==> src/hdl/gyt_pkg.sv <==
// Shared types and constants for the gyro yaw tracker.
// Holds fixed-point formats, datapath command encoding and register map.
// No dependencies.
package gyt_pkg;

    localparam int FRAC_BITS = 16;

    localparam int GYRO_W    = 23;
    localparam int ELAPSED_W = 16;
    localparam int RATE_W    = 29;
    localparam int ANGLE_W   = 25;
    localparam int SMOOTH_W  = 30;
    localparam int GAIN_W    = 17;
    localparam int LIMIT_W   = 28;

    localparam int HALF_TURN = 180 << FRAC_BITS;
    localparam int FULL_TURN = 360 << FRAC_BITS;
    localparam int RATE_MAX  = (4096 << FRAC_BITS) - 1;
    localparam int RATE_MIN  = -(4096 << FRAC_BITS);

    // 180/pi in Q32
    localparam logic [37:0] RAD2DEG_Q32 = 38'd246083499207;
    // ceil(2^38 / 125), divides by 125 after a shift by 3
    localparam logic [31:0] DIV_RECIP   = 32'd2199023256;
    // |p| + 500 at or above this gives an increment beyond a half turn
    localparam logic [33:0] INC_LIMIT   = 34'd11796481000;

    localparam logic [GAIN_W-1:0]  GAIN_ONE  = 17'd65536;
    localparam logic [GAIN_W-1:0]  GAIN_RST  = 17'd58982;
    localparam logic [LIMIT_W-1:0] LIMIT_RST =
        LIMIT_W'(((1975 << FRAC_BITS) + 500) / 1000);

    localparam int ADDR_W = 4;
    localparam logic [1:0] REG_OFFSET = 2'd0;
    localparam logic [1:0] REG_GAIN   = 2'd1;
    localparam logic [1:0] REG_LIMIT  = 2'd2;

    typedef struct packed {
        logic [GYRO_W-1:0]  offset;
        logic [GAIN_W-1:0]  gain;
        logic [LIMIT_W-1:0] limit;
    } t_cfg;

    typedef enum logic [2:0] {
        MUL_NONE,
        MUL_RAD_HI,
        MUL_RAD_LO,
        MUL_PREV,
        MUL_RAW,
        MUL_INC,
        MUL_DIV_HI,
        MUL_DIV_LO
    } t_mul_sel;

    typedef enum logic [2:0] {
        ACC_HOLD,
        ACC_RAD,
        ACC_FILT,
        ACC_DIV,
        ACC_ADD
    } t_acc_op;

    typedef struct packed {
        logic     load;
        logic     clear_head;
        t_mul_sel mul_sel;
        t_acc_op  acc_op;
        logic     ld_raw;
        logic     ld_smooth;
        logic     ld_x;
        logic     ld_inc;
        logic     ld_head;
    } t_dp_cmd;

endpackage

==> src/hdl/gyt_regs.sv <==
// APB configuration registers: rate offset, smoothing gain, deadzone limit.
// Depends on gyt_pkg.
module gyt_regs (
    input  logic                      i_clk,
    input  logic                      i_rst_n,
    input  logic                      psel,
    input  logic                      penable,
    input  logic                      pwrite,
    input  logic [gyt_pkg::ADDR_W-1:0] paddr,
    input  logic [31:0]               pwdata,
    output logic [31:0]               prdata,
    output logic                      pready,
    output gyt_pkg::t_cfg             o_cfg
);
    import gyt_pkg::*;

    logic [GYRO_W-1:0]  r_offset;
    logic [GAIN_W-1:0]  r_gain;
    logic [LIMIT_W-1:0] r_limit;
    logic               wr_en;

    assign wr_en  = psel & penable & pwrite;
    assign pready = 1'b1;

    always_ff @(posedge i_clk) begin
        if (!i_rst_n) begin
            r_offset <= '0;
            r_gain   <= GAIN_RST;
            r_limit  <= LIMIT_RST;
        end else if (wr_en) begin
            case (paddr[3:2])
                REG_OFFSET: r_offset <= pwdata[GYRO_W-1:0];
                REG_GAIN:   r_gain   <= pwdata[GAIN_W-1:0];
                REG_LIMIT:  r_limit  <= pwdata[LIMIT_W-1:0];
                default: ;
            endcase
        end
    end

    always_comb begin
        case (paddr[3:2])
            REG_OFFSET: prdata = 32'($signed(r_offset));
            REG_GAIN:   prdata = 32'(r_gain);
            REG_LIMIT:  prdata = 32'(r_limit);
            default:    prdata = '0;
        endcase
    end

    assign o_cfg = '{offset: r_offset, gain: r_gain, limit: r_limit};

endmodule

==> src/hdl/gyt_dp.sv <==
// Datapath: shared 32x20 multiplier, accumulator, filter and heading registers.
// Driven step by step by gyt_ctrl. Depends on gyt_pkg.
module gyt_dp (
    input  logic                                i_clk,
    input  logic                                i_rst_n,
    input  gyt_pkg::t_dp_cmd                    i_cmd,
    input  gyt_pkg::t_cfg                       i_cfg,
    input  logic signed [gyt_pkg::GYRO_W-1:0]   i_gyro_rate,
    input  logic [gyt_pkg::ELAPSED_W-1:0]       i_elapsed_ms,
    output logic signed [gyt_pkg::RATE_W-1:0]   o_turn_rate,
    output logic signed [gyt_pkg::ANGLE_W-1:0]  o_heading
);
    import gyt_pkg::*;

    localparam logic signed [25:0] HALF_S    = 26'(HALF_TURN);
    localparam logic signed [25:0] FULL_S    = 26'(FULL_TURN);
    localparam logic signed [31:0] RAW_MAX_S = 32'(RATE_MAX);
    localparam logic signed [31:0] RAW_MIN_S = 32'(RATE_MIN);
    localparam logic signed [63:0] RND_RAD   = 64'sd2147483648;
    localparam logic signed [63:0] RND_FILT  = 64'sd32768;

    logic signed [GYRO_W:0]     r_diff;
    logic [ELAPSED_W-1:0]       r_elapsed;
    logic signed [RATE_W-1:0]   r_raw;
    logic signed [SMOOTH_W-1:0] r_smooth;
    logic signed [RATE_W-1:0]   r_rate;
    logic [44:0]                r_x;
    logic                       r_neg;
    logic                       r_big;
    logic signed [ANGLE_W-1:0]  r_inc;
    logic signed [ANGLE_W-1:0]  r_head;
    logic signed [52:0]         r_prod;
    logic signed [63:0]         r_acc;
    logic signed [RATE_W-1:0]   r_out_rate;
    logic signed [ANGLE_W-1:0]  r_out_angle;

    logic [GAIN_W-1:0]          g_eff;
    logic [GAIN_W-1:0]          g_rest;
    logic signed [31:0]         mul_a;
    logic [19:0]                mul_b;
    logic signed [63:0]         n_acc;
    logic signed [31:0]         acc_hi;
    logic signed [RATE_W-1:0]   raw_sat;
    logic signed [SMOOTH_W-1:0] smooth_n;
    logic [SMOOTH_W-1:0]        smooth_mag;
    logic                       dz_zero;
    logic [44:0]                x_n;
    logic [23:0]                quot;
    logic [23:0]                inc_mag;
    logic signed [ANGLE_W-1:0]  inc_n;
    logic signed [25:0]         head_sum;
    logic signed [ANGLE_W-1:0]  head_n;

    assign g_eff  = (i_cfg.gain > GAIN_ONE) ? GAIN_ONE : i_cfg.gain;
    assign g_rest = GAIN_ONE - g_eff;

    always_comb begin
        case (i_cmd.mul_sel)
            MUL_RAD_HI: begin
                mul_a = 32'(r_diff);
                mul_b = 20'(RAD2DEG_Q32[37:19]);
            end
            MUL_RAD_LO: begin
                mul_a = 32'(r_diff);
                mul_b = 20'(RAD2DEG_Q32[18:0]);
            end
            MUL_PREV: begin
                mul_a = 32'(r_smooth);
                mul_b = 20'(g_eff);
            end
            MUL_RAW: begin
                mul_a = 32'(r_raw);
                mul_b = 20'(g_rest);
            end
            MUL_INC: begin
                mul_a = 32'(r_rate);
                mul_b = 20'(r_elapsed);
            end
            MUL_DIV_HI: begin
                mul_a = $signed({1'b0, r_x[33:3]});
                mul_b = 20'(DIV_RECIP[31:16]);
            end
            MUL_DIV_LO: begin
                mul_a = $signed({1'b0, r_x[33:3]});
                mul_b = 20'(DIV_RECIP[15:0]);
            end
            default: begin
                mul_a = '0;
                mul_b = '0;
            end
        endcase
    end

    always_comb begin
        case (i_cmd.acc_op)
            ACC_RAD:  n_acc = (64'(r_prod) <<< 19) + RND_RAD;
            ACC_FILT: n_acc = 64'(r_prod) + RND_FILT;
            ACC_DIV:  n_acc = 64'(r_prod) <<< 16;
            ACC_ADD:  n_acc = r_acc + 64'(r_prod);
            default:  n_acc = r_acc;
        endcase
    end

    // rad/s to deg/s, rounded, then saturated
    assign acc_hi = r_acc[63:32];
    always_comb begin
        if (acc_hi > RAW_MAX_S) begin
            raw_sat = RATE_W'(RAW_MAX_S);
        end else if (acc_hi < RAW_MIN_S) begin
            raw_sat = RATE_W'(RAW_MIN_S);
        end else begin
            raw_sat = acc_hi[RATE_W-1:0];
        end
    end

    assign smooth_n   = r_acc[45:16];
    assign smooth_mag = smooth_n[SMOOTH_W-1] ? SMOOTH_W'(-smooth_n) : SMOOTH_W'(smooth_n);
    assign dz_zero    = smooth_mag < SMOOTH_W'(i_cfg.limit);

    // |p| + 500; for negative p, ~p + 501
    assign x_n = r_prod[52] ? (~r_prod[44:0]) + 45'd501 : r_prod[44:0] + 45'd500;

    assign quot    = r_acc[61:38];
    assign inc_mag = r_big ? 24'(HALF_TURN) : quot;
    assign inc_n   = r_neg ? -$signed({1'b0, inc_mag}) : $signed({1'b0, inc_mag});

    assign head_sum = 26'(r_head) + 26'(r_inc);
    always_comb begin
        if (head_sum > HALF_S) begin
            head_n = ANGLE_W'(head_sum - FULL_S);
        end else if (head_sum < -HALF_S) begin
            head_n = ANGLE_W'(head_sum + FULL_S);
        end else begin
            head_n = ANGLE_W'(head_sum);
        end
    end

    always_ff @(posedge i_clk) begin
        if (!i_rst_n) begin
            r_smooth <= '0;
            r_head   <= '0;
        end else begin
            if (i_cmd.ld_smooth) begin
                r_smooth <= smooth_n;
            end
            if (i_cmd.clear_head) begin
                r_head <= '0;
            end else if (i_cmd.ld_head) begin
                r_head <= head_n;
            end
        end
    end

    always_ff @(posedge i_clk) begin
        r_prod <= mul_a * $signed({1'b0, mul_b});
        r_acc  <= n_acc;
        if (i_cmd.load) begin
            r_diff    <= (GYRO_W+1)'(i_gyro_rate) - (GYRO_W+1)'($signed(i_cfg.offset));
            r_elapsed <= i_elapsed_ms;
            r_rate    <= '0;
            r_inc     <= '0;
        end
        if (i_cmd.ld_raw) begin
            r_raw <= raw_sat;
        end
        if (i_cmd.ld_smooth) begin
            r_rate <= dz_zero ? '0 : smooth_n[RATE_W-1:0];
        end
        if (i_cmd.ld_x) begin
            r_x   <= x_n;
            r_neg <= r_prod[52];
            r_big <= x_n >= 45'(INC_LIMIT);
        end
        if (i_cmd.ld_inc) begin
            r_inc <= inc_n;
        end
        if (i_cmd.ld_head) begin
            r_out_rate  <= r_rate;
            r_out_angle <= head_n;
        end
    end

    assign o_turn_rate = r_out_rate;
    assign o_heading   = r_out_angle;

`ifndef NO_ASSERTIONS
    a_head_range: assert property (@(posedge i_clk) disable iff (!i_rst_n)
        (26'(r_head) <= HALF_S) && (26'(r_head) >= -HALF_S))
        else $error("heading left the half-turn range");

    a_head_clear: assert property (@(posedge i_clk) disable iff (!i_rst_n)
        i_cmd.clear_head |=> (r_head == '0))
        else $error("heading not cleared by reset command");

    a_deadzone: assert property (@(posedge i_clk) disable iff (!i_rst_n)
        i_cmd.ld_smooth |=> ((r_rate == '0) || (r_rate == r_smooth[RATE_W-1:0])))
        else $error("output rate differs from filtered rate");
`endif

endmodule

==> src/hdl/gyt_ctrl.sv <==
// Controller: sequences one item through the shared multiplier and accumulator.
// Owns the input ready and the output valid register. Depends on gyt_pkg.
module gyt_ctrl (
    input  logic             i_clk,
    input  logic             i_rst_n,
    input  logic             i_in_valid,
    output logic             o_in_ready,
    input  logic             i_command,
    input  logic             i_sample_ok,
    output logic             o_out_valid,
    input  logic             i_out_ready,
    output gyt_pkg::t_dp_cmd o_cmd
);
    import gyt_pkg::*;

    typedef enum logic [3:0] {
        S_IDLE,
        S_RAD_HI,
        S_RAD_LO,
        S_RAD_SUM,
        S_SAT,
        S_FILT_B,
        S_FILT_SUM,
        S_SMOOTH,
        S_INC_MUL,
        S_INC_ABS,
        S_DIV_HI,
        S_DIV_LO,
        S_DIV_SUM,
        S_INC,
        S_HEAD
    } t_state;

    t_state  r_state;
    t_state  n_state;
    logic    r_out_valid;
    logic    n_out_valid;
    logic    in_xfer;
    logic    out_free;
    t_dp_cmd cmd;

    assign o_in_ready = (r_state == S_IDLE);
    assign in_xfer    = i_in_valid & o_in_ready;
    assign out_free   = ~r_out_valid | i_out_ready;

    always_comb begin
        cmd         = '0;
        cmd.mul_sel = MUL_NONE;
        cmd.acc_op  = ACC_HOLD;
        n_state     = r_state;
        case (r_state)
            S_IDLE: begin
                cmd.load       = in_xfer;
                cmd.clear_head = in_xfer & i_command;
                if (in_xfer) begin
                    n_state = (i_command | ~i_sample_ok) ? S_HEAD : S_RAD_HI;
                end
            end
            S_RAD_HI: begin
                cmd.mul_sel = MUL_RAD_HI;
                n_state     = S_RAD_LO;
            end
            S_RAD_LO: begin
                cmd.mul_sel = MUL_RAD_LO;
                cmd.acc_op  = ACC_RAD;
                n_state     = S_RAD_SUM;
            end
            S_RAD_SUM: begin
                cmd.acc_op = ACC_ADD;
                n_state    = S_SAT;
            end
            S_SAT: begin
                cmd.ld_raw  = 1'b1;
                cmd.mul_sel = MUL_PREV;
                n_state     = S_FILT_B;
            end
            S_FILT_B: begin
                cmd.mul_sel = MUL_RAW;
                cmd.acc_op  = ACC_FILT;
                n_state     = S_FILT_SUM;
            end
            S_FILT_SUM: begin
                cmd.acc_op = ACC_ADD;
                n_state    = S_SMOOTH;
            end
            S_SMOOTH: begin
                cmd.ld_smooth = 1'b1;
                n_state       = S_INC_MUL;
            end
            S_INC_MUL: begin
                cmd.mul_sel = MUL_INC;
                n_state     = S_INC_ABS;
            end
            S_INC_ABS: begin
                cmd.ld_x = 1'b1;
                n_state  = S_DIV_HI;
            end
            S_DIV_HI: begin
                cmd.mul_sel = MUL_DIV_HI;
                n_state     = S_DIV_LO;
            end
            S_DIV_LO: begin
                cmd.mul_sel = MUL_DIV_LO;
                cmd.acc_op  = ACC_DIV;
                n_state     = S_DIV_SUM;
            end
            S_DIV_SUM: begin
                cmd.acc_op = ACC_ADD;
                n_state    = S_INC;
            end
            S_INC: begin
                cmd.ld_inc = 1'b1;
                n_state    = S_HEAD;
            end
            S_HEAD: begin
                cmd.ld_head = out_free;
                if (out_free) begin
                    n_state = S_IDLE;
                end
            end
            default: begin
                n_state = S_IDLE;
            end
        endcase
    end

    always_comb begin
        if (cmd.ld_head) begin
            n_out_valid = 1'b1;
        end else if (i_out_ready) begin
            n_out_valid = 1'b0;
        end else begin
            n_out_valid = r_out_valid;
        end
    end

    always_ff @(posedge i_clk) begin
        if (!i_rst_n) begin
            r_state     <= S_IDLE;
            r_out_valid <= 1'b0;
        end else begin
            r_state     <= n_state;
            r_out_valid <= n_out_valid;
        end
    end

    assign o_out_valid = r_out_valid;
    assign o_cmd       = cmd;

`ifndef NO_ASSERTIONS
    a_short_path: assert property (@(posedge i_clk) disable iff (!i_rst_n)
        (in_xfer && (i_command || !i_sample_ok)) |=> (r_state == S_HEAD))
        else $error("reset command or failed read did not skip the filter");

    a_valid_source: assert property (@(posedge i_clk) disable iff (!i_rst_n)
        $rose(r_out_valid) |-> $past(r_state == S_HEAD))
        else $error("result raised outside the heading step");

    a_hold_result: assert property (@(posedge i_clk) disable iff (!i_rst_n)
        (r_state == S_HEAD && r_out_valid && !i_out_ready) |=> (r_state == S_HEAD))
        else $error("pending result overwritten");
`endif

endmodule

==> src/hdl/gyro_yaw_tracker_core.sv <==
// Gyro yaw tracker top level: APB registers, controller and datapath.
// Depends on gyt_pkg, gyt_regs, gyt_ctrl and gyt_dp.
//
// Input channel (i_in_valid/o_in_ready) carries one item per transfer: a
// command bit (1 clears the heading), a Q6.16 z rate in rad/s, a read-ok
// flag and the elapsed milliseconds. Each transfer yields exactly one result
// on the output channel (o_out_valid/i_out_ready): the deadzoned rate in
// deg/s (Q12.16) and the heading in degrees (Q8.16, within +-180).
// A gyro sample steps through every controller state from input transfer to
// result; a heading reset or a failed read goes straight to the heading
// step. The steps come from one shared 32x20 multiplier that serves seven
// products per sample (rad-to-deg, filter, rate times time, divide by 1000)
// plus the accumulate and round steps.
// o_in_ready is high only while no item is in progress; one finished result
// may wait in the output register while the next item runs. If the receiver
// stalls, the following result holds in its final step until the slot frees.
// Synchronous reset clears the filter state, the heading and the valid flag
// and restores register defaults (offset 0, gain 0.9, deadzone 1.975 deg/s).
// Registers are written through APB at byte addresses 0, 4 and 8.
module gyro_yaw_tracker_core (
    input  logic                                i_clk,
    input  logic                                i_rst_n,
    input  logic                                i_in_valid,
    output logic                                o_in_ready,
    input  logic                                i_command,
    input  logic signed [gyt_pkg::GYRO_W-1:0]   i_gyro_rate,
    input  logic                                i_sample_ok,
    input  logic [gyt_pkg::ELAPSED_W-1:0]       i_elapsed_ms,
    output logic                                o_out_valid,
    input  logic                                i_out_ready,
    output logic signed [gyt_pkg::RATE_W-1:0]   o_turn_rate,
    output logic signed [gyt_pkg::ANGLE_W-1:0]  o_heading,
    input  logic                                psel,
    input  logic                                penable,
    input  logic                                pwrite,
    input  logic [gyt_pkg::ADDR_W-1:0]          paddr,
    input  logic [31:0]                         pwdata,
    output logic [31:0]                         prdata,
    output logic                                pready
);
    import gyt_pkg::*;

    t_cfg    cfg;
    t_dp_cmd dp_cmd;

    gyt_regs u_regs (
        .i_clk   (i_clk),
        .i_rst_n (i_rst_n),
        .psel    (psel),
        .penable (penable),
        .pwrite  (pwrite),
        .paddr   (paddr),
        .pwdata  (pwdata),
        .prdata  (prdata),
        .pready  (pready),
        .o_cfg   (cfg)
    );

    gyt_ctrl u_ctrl (
        .i_clk       (i_clk),
        .i_rst_n     (i_rst_n),
        .i_in_valid  (i_in_valid),
        .o_in_ready  (o_in_ready),
        .i_command   (i_command),
        .i_sample_ok (i_sample_ok),
        .o_out_valid (o_out_valid),
        .i_out_ready (i_out_ready),
        .o_cmd       (dp_cmd)
    );

    gyt_dp u_dp (
        .i_clk        (i_clk),
        .i_rst_n      (i_rst_n),
        .i_cmd        (dp_cmd),
        .i_cfg        (cfg),
        .i_gyro_rate  (i_gyro_rate),
        .i_elapsed_ms (i_elapsed_ms),
        .o_turn_rate  (o_turn_rate),
        .o_heading    (o_heading)
    );

endmodule
==> config.mk <==
export PLATFORM = sky130hd
export DESIGN_NAME = gyro_yaw_tracker_core
export DESIGN_NICKNAME = d
export VERILOG_FILES = /design/src/hdl/gyt_pkg.sv /design/src/hdl/gyt_regs.sv /design/src/hdl/gyt_dp.sv /design/src/hdl/gyt_ctrl.sv /design/src/hdl/gyro_yaw_tracker_core.sv
export SDC_FILE = /design/constraint.sdc
export NUM_CORES = 2
export LEC_CHECK = 0
export BUFFER_PORTS_ARGS = -buffer_cell sky130_fd_sc_hd__buf_2
export CAP_MARGIN = 20
export CELL_PAD_IN_SITES_DETAIL_PLACEMENT = 1
export CELL_PAD_IN_SITES_GLOBAL_PLACEMENT = 2
export CORE_ASPECT_RATIO = 1.75
export CORE_MARGIN = 2
export CORE_UTILIZATION = 41
export DETAILED_ROUTE_END_ITERATION = 10
export HOLD_SLACK_MARGIN = 0.05
export PLACE_DENSITY_LB_ADDON = 0.1
export SLEW_MARGIN = 25
export SYNTH_ARGS = -nofsm -noshare
export SYNTH_HDL_FRONTEND = slang
export SYNTH_SLANG_ARGS = --single-unit
==> constraint.sdc <==
create_clock -name i_clk -period 14.5 [get_ports i_clk]
set_input_delay 1.45 -clock i_clk [delete_from_list [all_inputs] [get_ports i_clk]]
set_output_delay 1.45 -clock i_clk [all_outputs]
set_load 0.02 [all_outputs]
# After elaboration in Yosys (flattened, before gate mapping)
# Cells that the tools add are included.
[op_classes] addsub=12 n_mul=1 div=0 n_lt_le_gt_ge=7 eq_ne=29 shifts=0 muxes=31 bitwise=10 n_reduce_logical=14
[op_table] op="$pmux W64 S4" n=1
[op_table] op="$pmux W32 S5" n=1
[op_table] op="$pmux W19 S7" n=1
[op_table] op="$mux W25" n=5
[op_table] op="$mux W29" n=4
[op_table] op="$pmux W32 S3" n=1
[op_table] op="$add A45 B9 Y45 const B" n=2
[op_table] op="$add A64 B33 Y64 const B" n=1
[op_table] op="$add A64 B52 Y64" n=1
[op_table] op="$pmux W4 S15" n=1
[op_table] op="$add A52 B17 Y53 const B" n=1
[op_table] op="$mul A32 B20 Y52" n=1
[op_table] op="$ge A45 B34 Y1 const B" n=1
[op_table] op="$mux W45" n=1
[op_table] op="$not A45 Y45" n=1
[op_table] op="$gt A32 B29 Y1 const B" n=1
[op_table] op="$lt A32 B29 Y1 const B" n=1
[op_table] op="$lt A30 B28 Y1" n=1
[op_table] op="$mux W30" n=1
[op_table] op="$neg A30 Y30" n=1
[op_table] op="$eq A4 B4 Y1 const B" n=7
[op_table] op="$add A25 B25 Y26" n=1
[op_table] op="$gt A26 B25 Y1 const B" n=1
[op_table] op="$lt A26 B25 Y1 const B" n=1
[op_table] op="other kinds (33)" n=66
[totals] ff_bits=457 latchBits=0 ram_bits=0 mem_bits_ro=0 out_inout_bits=89 mem_count=0

# Depth between registers and ports, before layout
[logic_depth] depth_word=6 mapped_depth=43 depth_no_buf=39

# Cells and area by module
# Synthesis repeated with hierarchy kept, for this count alone.
[hier_totals] hier_cells=5699 area_unflattened_um2=50724.9
[by_module_without_submodules] module="gyt_dp" instances=1 cells_each=5257 area_per_inst_um2=46985.1 seq_area_each_um2=10369.9
[by_module_without_submodules] module="gyt_regs" instances=1 cells_each=368 area_per_inst_um2=3241.9 seq_area_each_um2=1361.3
[by_module_without_submodules] module="gyt_ctrl" instances=1 cells_each=74 area_per_inst_um2=498.0 seq_area_each_um2=100.1

# Least setup slack after synthesis
# No wires, ideal clock.
[synth_path] path_kind="register -> register" startpoint="reg u_regs.r_gain[2]" endpoint="reg u_dp.r_prod[50]" setup_time_ps=123 t_arrival_ps=10190 t_required_ps=14377 path_slack_ps=4187 path_stages_with_launch=40 path_buffers=3 period_less_slack_ps=10313 path_cell_list="dfxtp_1 -> nor3_1 -> nor3b_1 -> nand2_1 -> or4_1 -> o21ai_0 -> clkbuf_1 -> nand2_1 -> ha_1 -> clkbuf_1 -> inv_1 -> nor2_1 -> nand3_1 -> o21a_1 -> o22ai_1 -> a221oi_1 -> clkbuf_1 -> nor2_1 -> [... 4 more ...] -> fa_1 -> fa_1 -> inv_1 -> fa_1 -> inv_1 -> ha_1 -> inv_1 -> o21ai_1 -> a21o_1 -> a21oi_1 -> nor2b_1 -> or4_1 -> a31o_2 -> a21o_1 -> a2111o_1 -> a31oi_1 -> o21ai_1 -> xor2_1"
[synth_between] elab_chain_len=5
[synth_lines] item="from (decl)" line_no="gyt_regs.sv:18" rtl="logic [GAIN_W-1:0] r_gain;"
[synth_lines] item="from (signal assigned)" line_no="gyt_regs.sv:33" rtl="REG_GAIN: r_gain <= pwdata[GAIN_W-1:0];"
[synth_lines] item="$gt A17 B17 Y1" line_no="gyt_dp.sv:54" rtl="assign g_eff = (i_cfg.gain > GAIN_ONE) ? GAIN_ONE : i_cfg.gain;"
[synth_lines] item="$mux W17 (*)" line_no="gyt_dp.sv:54"
[synth_lines] item="$sub A17 B17 Y17" line_no="gyt_dp.sv:55" rtl="assign g_rest = GAIN_ONE - g_eff;"
[synth_lines] item="$pmux W19 S7 (*)" line_no="gyt_dp.sv:58" rtl="case (i_cmd.mul_sel)"
[synth_lines] item="$mul A32 B20 Y52 (*)" line_no="gyt_dp.sv:155" rtl="r_prod <= mul_a * $signed({1'b0, mul_b});"
[synth_lines] item="to (signal assigned)" line_no="gyt_dp.sv:155"
[synth_lines] item="to (decl)" line_no="gyt_dp.sv:32" rtl="logic signed [52:0] r_prod;"
# Every way passes the cells marked *; elsewhere a longest branch is shown, timed or not.
# A chain may end at the register's enable or synchronous reset.

# Worst setup path after layout
# Same ends and word-level chain as after synthesis.

==> summary.txt <==
Floorplanning
  • Overall die width: 267.6 µm
  • Io pins: 173
  • Core ar.: between 100000 and 150000 µm²
  • Starting Density: 41.23%
  • Die area: 124600 µm²
  • Core Rows: 169
  • Die height: 465.4 µm

STA
  • Max-slew violation count: 0
  • Worst slew pin tran: a little over 1000 ps
  • Unrepaired setup endpoints after global routing: no
  • Highest Clock Rate: about 0.086 GHz
  • Endpoints failing setup: 0
  • Max-slew headroom: 31.28%
  • Final period util: 80.43%
  • Clk_skew: roughly 28 ps
  • Final min period: between 10000 and 15000 ps
  • Hold Violations, Final: 0
  • Setup TNS: 0 ps

Global routing
  • Largest net degree at the start of global routing: 81
  • GRT Total Usage: 32.57%
  • Number of global-route vias before repair: 46132
  • Initial antenna violation count: 13
  • Total congestion overflow: 0
  • First-pass GRT wire length: 298400 µm

Setup path
  • Critical-path top delay cell: a22o_2
  • CP delay by family, top: adder cells
  • Critical path class: reg -> reg
  • Cell with the most instances on the worst path: fa_1
  • Crit-path max FO: 32
  • Worst endpoint data arrival time: 12190 ps
  • Worst setup SP type: register
  • Worst path max stage delay: 820 ps
  • Endpoint type of the worst setup path: register
  • Worst Path Buf+Inv: 6
  • CP Data Required Time: 15030 ps

Yosys
  • Top cells by area, synth: fa_1 24%, edfxtp_1 16%, dfxtp_1 7.2%
  • Mean post-synth cell area: 8.849 µm²
  • Main synth FF type: edfxtp_1
  • Seq cells post-synth: 454
  • Largest area contributor in the netlist: fa_1
  • YS warnings: 0
  • Sequential area share after synthesis: 23.72%
  • Cell variety after synth: 99
  • Mapped Cells: 5636
  • Yosys top cell area share: 24.29%
  • Synth async-reset ratio: 0%
  • Number of synthesized flops with an enable pin: 274
  • Synthesized area: 49870 µm²
  • Synth Net Count: between 6000 and 7000

Placement
  • IO buf count: around 170
  • Detailed placement HPWL: roughly 160000 µm
  • RD Place Congestion: roughly 0.93

Layout
  • Filler cell count: 14194
  • Commonest cells after routing, fill and taps aside: 789 x inv_1, 773 x nand2_1, 605 x fa_1, 503 x nor2_1, 284 x ha_1
  • Area grow syn2layout: 8.982%
  • NumNets Final: 6642
  • Multi-input combinational cell area: 34100 µm²
  • Reg area: 11830 µm²
  • Share of cells above drive strength 1: about 8.3%
  • Commonest non-fill, non-tap cell in the layout: inv_1

Clocking
  • TritonCTS Buffers: 49
  • Hold-fix buffers, CTS: 0
  • H-tree depth: 2
  • Clock Pin Slew Worst Setup and Hold Paths: 70 ps
  • Clock Sinks: 454
  • CTS Root Cell: clkbuf_16
  • Clock buffer depth: 3
  • Post-CTS Setup Bufs: 0
  • CTS tree: yes
  • Post-CTS resize count: 0
  • Clock Latency Late Sink: ~670 ps

Drt
  • 1st-iter DRT viols: 2420
  • DRT Pass-1 Iters: 9
  • Routed vias/inst: 5.692
  • Routed Antenna Nets: 0
  • Via count: 41752
  • Number of remaining DRC errors: 0
  • Drt total wl: between 150000 and 200000 µm
  • Avg WL per Cell: 27.20 µm

Outcome
  • Status: complete, no violations

Job
  • Maxcap violations: 0

Hold path
  • HP Class: reg -> reg
## state kept, by name (all words and copies together) (netlist names), 4 cells and up
name	count
u_dp.o_heading	25
u_dp.r_acc	64
u_dp.r_smooth	30
u_regs.r_offset	23
u_dp.r_x	31
u_ctrl.r_state	4
u_dp.r_prod	52
u_dp.r_elapsed	16
u_dp.r_diff	24
u_dp.o_turn_rate	29
u_regs.r_limit	28
u_dp.r_head	25
u_regs.r_gain	17
u_dp.r_raw	29
u_dp.r_inc	25
u_dp.r_rate	29
## synthesized netlist by cell type, types with 33 or more instances
library cell / number
nor3_1: 71
edfxtp_1: 274
mux2i_1: 45
o21ai_0: 223
fa_1: 605
nor2b_1: 33
nor2_1: 510
and2_1: 55
nand4_1: 49
xnor2_1: 201
a221oi_1: 33
nand2b_1: 45
nand2_1: 774
ha_1: 284
dfxtp_1: 180
a21o_1: 73
clkbuf_1: 270
o21a_1: 54
and3_1: 38
a21oi_1: 236
xor2_1: 103
nand3_1: 87
inv_1: 791
a21boi_0: 85
## worst paths after layout
| check | startpoint | endpoint | slack [ps] | cells after the start |
|---|---|---|---|---|
| hold / removal | u_dp.r_head[5] | u_dp.r_head[5] | 460 | 2 |
| setup / recovery | u_regs.r_gain[2] | u_dp.r_prod[50] | 2840 | 38 |
| setup reg to reg | u_regs.r_gain[2] | u_dp.r_prod[50] | 2840 | 38 |
| hold reg to reg | u_dp.r_head[5] | u_dp.r_head[5] | 460 | 2 |
## logic make-up after synthesis
logic type      share of synthesized area [%]
compound gates                          14.18
buf+inv                                 8.362
flops                                   23.72
xor+xnor                                5.404
mux                                     1.061
other cells                          0.007520
simple gates                            15.85
fa+ha+maj                               31.41
## metrics by stage
step | hold slack (ps) | std cells | utilization [%] | setup slack, ps | area, µm²
2_1_floorplan | 425.2 | 5636 | - | 4187 | 49870
3_3_place_gp | 448.0 | 7241 | 43.54 | 2944 | 52660
3_5_place_dp | 455.1 | 7242 | 43.56 | 2943 | 52690
4_1_cts | 464.0 | 7334 | 44.92 | 2849 | 54340
5_1_grt | 488.3 | 7335 | 44.94 | 2251 | 54350
6_report | 461.9 | 7335 | 44.94 | 2837 | 54350
## layer usage
layer	up-vias	wire, µm	global-route usage, %
li1	18644	-	-
met1	21537	73300	36.26
met2	1137	101900	58.47
met3	430	7926	2.966
met4	4	16320	21.97
met5	-	23	0
## worst min-delay path, stage by stage, from the launching register on
cell and delay [ps]:
dfxtp_1 310, nand2_1 50, a21oi_1 50
## layout make-up
| class | count | area share [%] |
|---|---|---|
| antenna | 1 | 0.004604 |
| clock buffer | 52 | 2.295 |
| clock inverter | 40 | 0.7344 |
| inverter | 797 | 5.507 |
| multi-input combinational | 4083 | 62.74 |
| sequential | 454 | 21.77 |
| tap | 1624 | 3.739 |
| timing repair buffer | 284 | 3.205 |
Power is not shown: default switching activity piles up to over one toggle a cycle in this logic, so the estimate is an artifact.
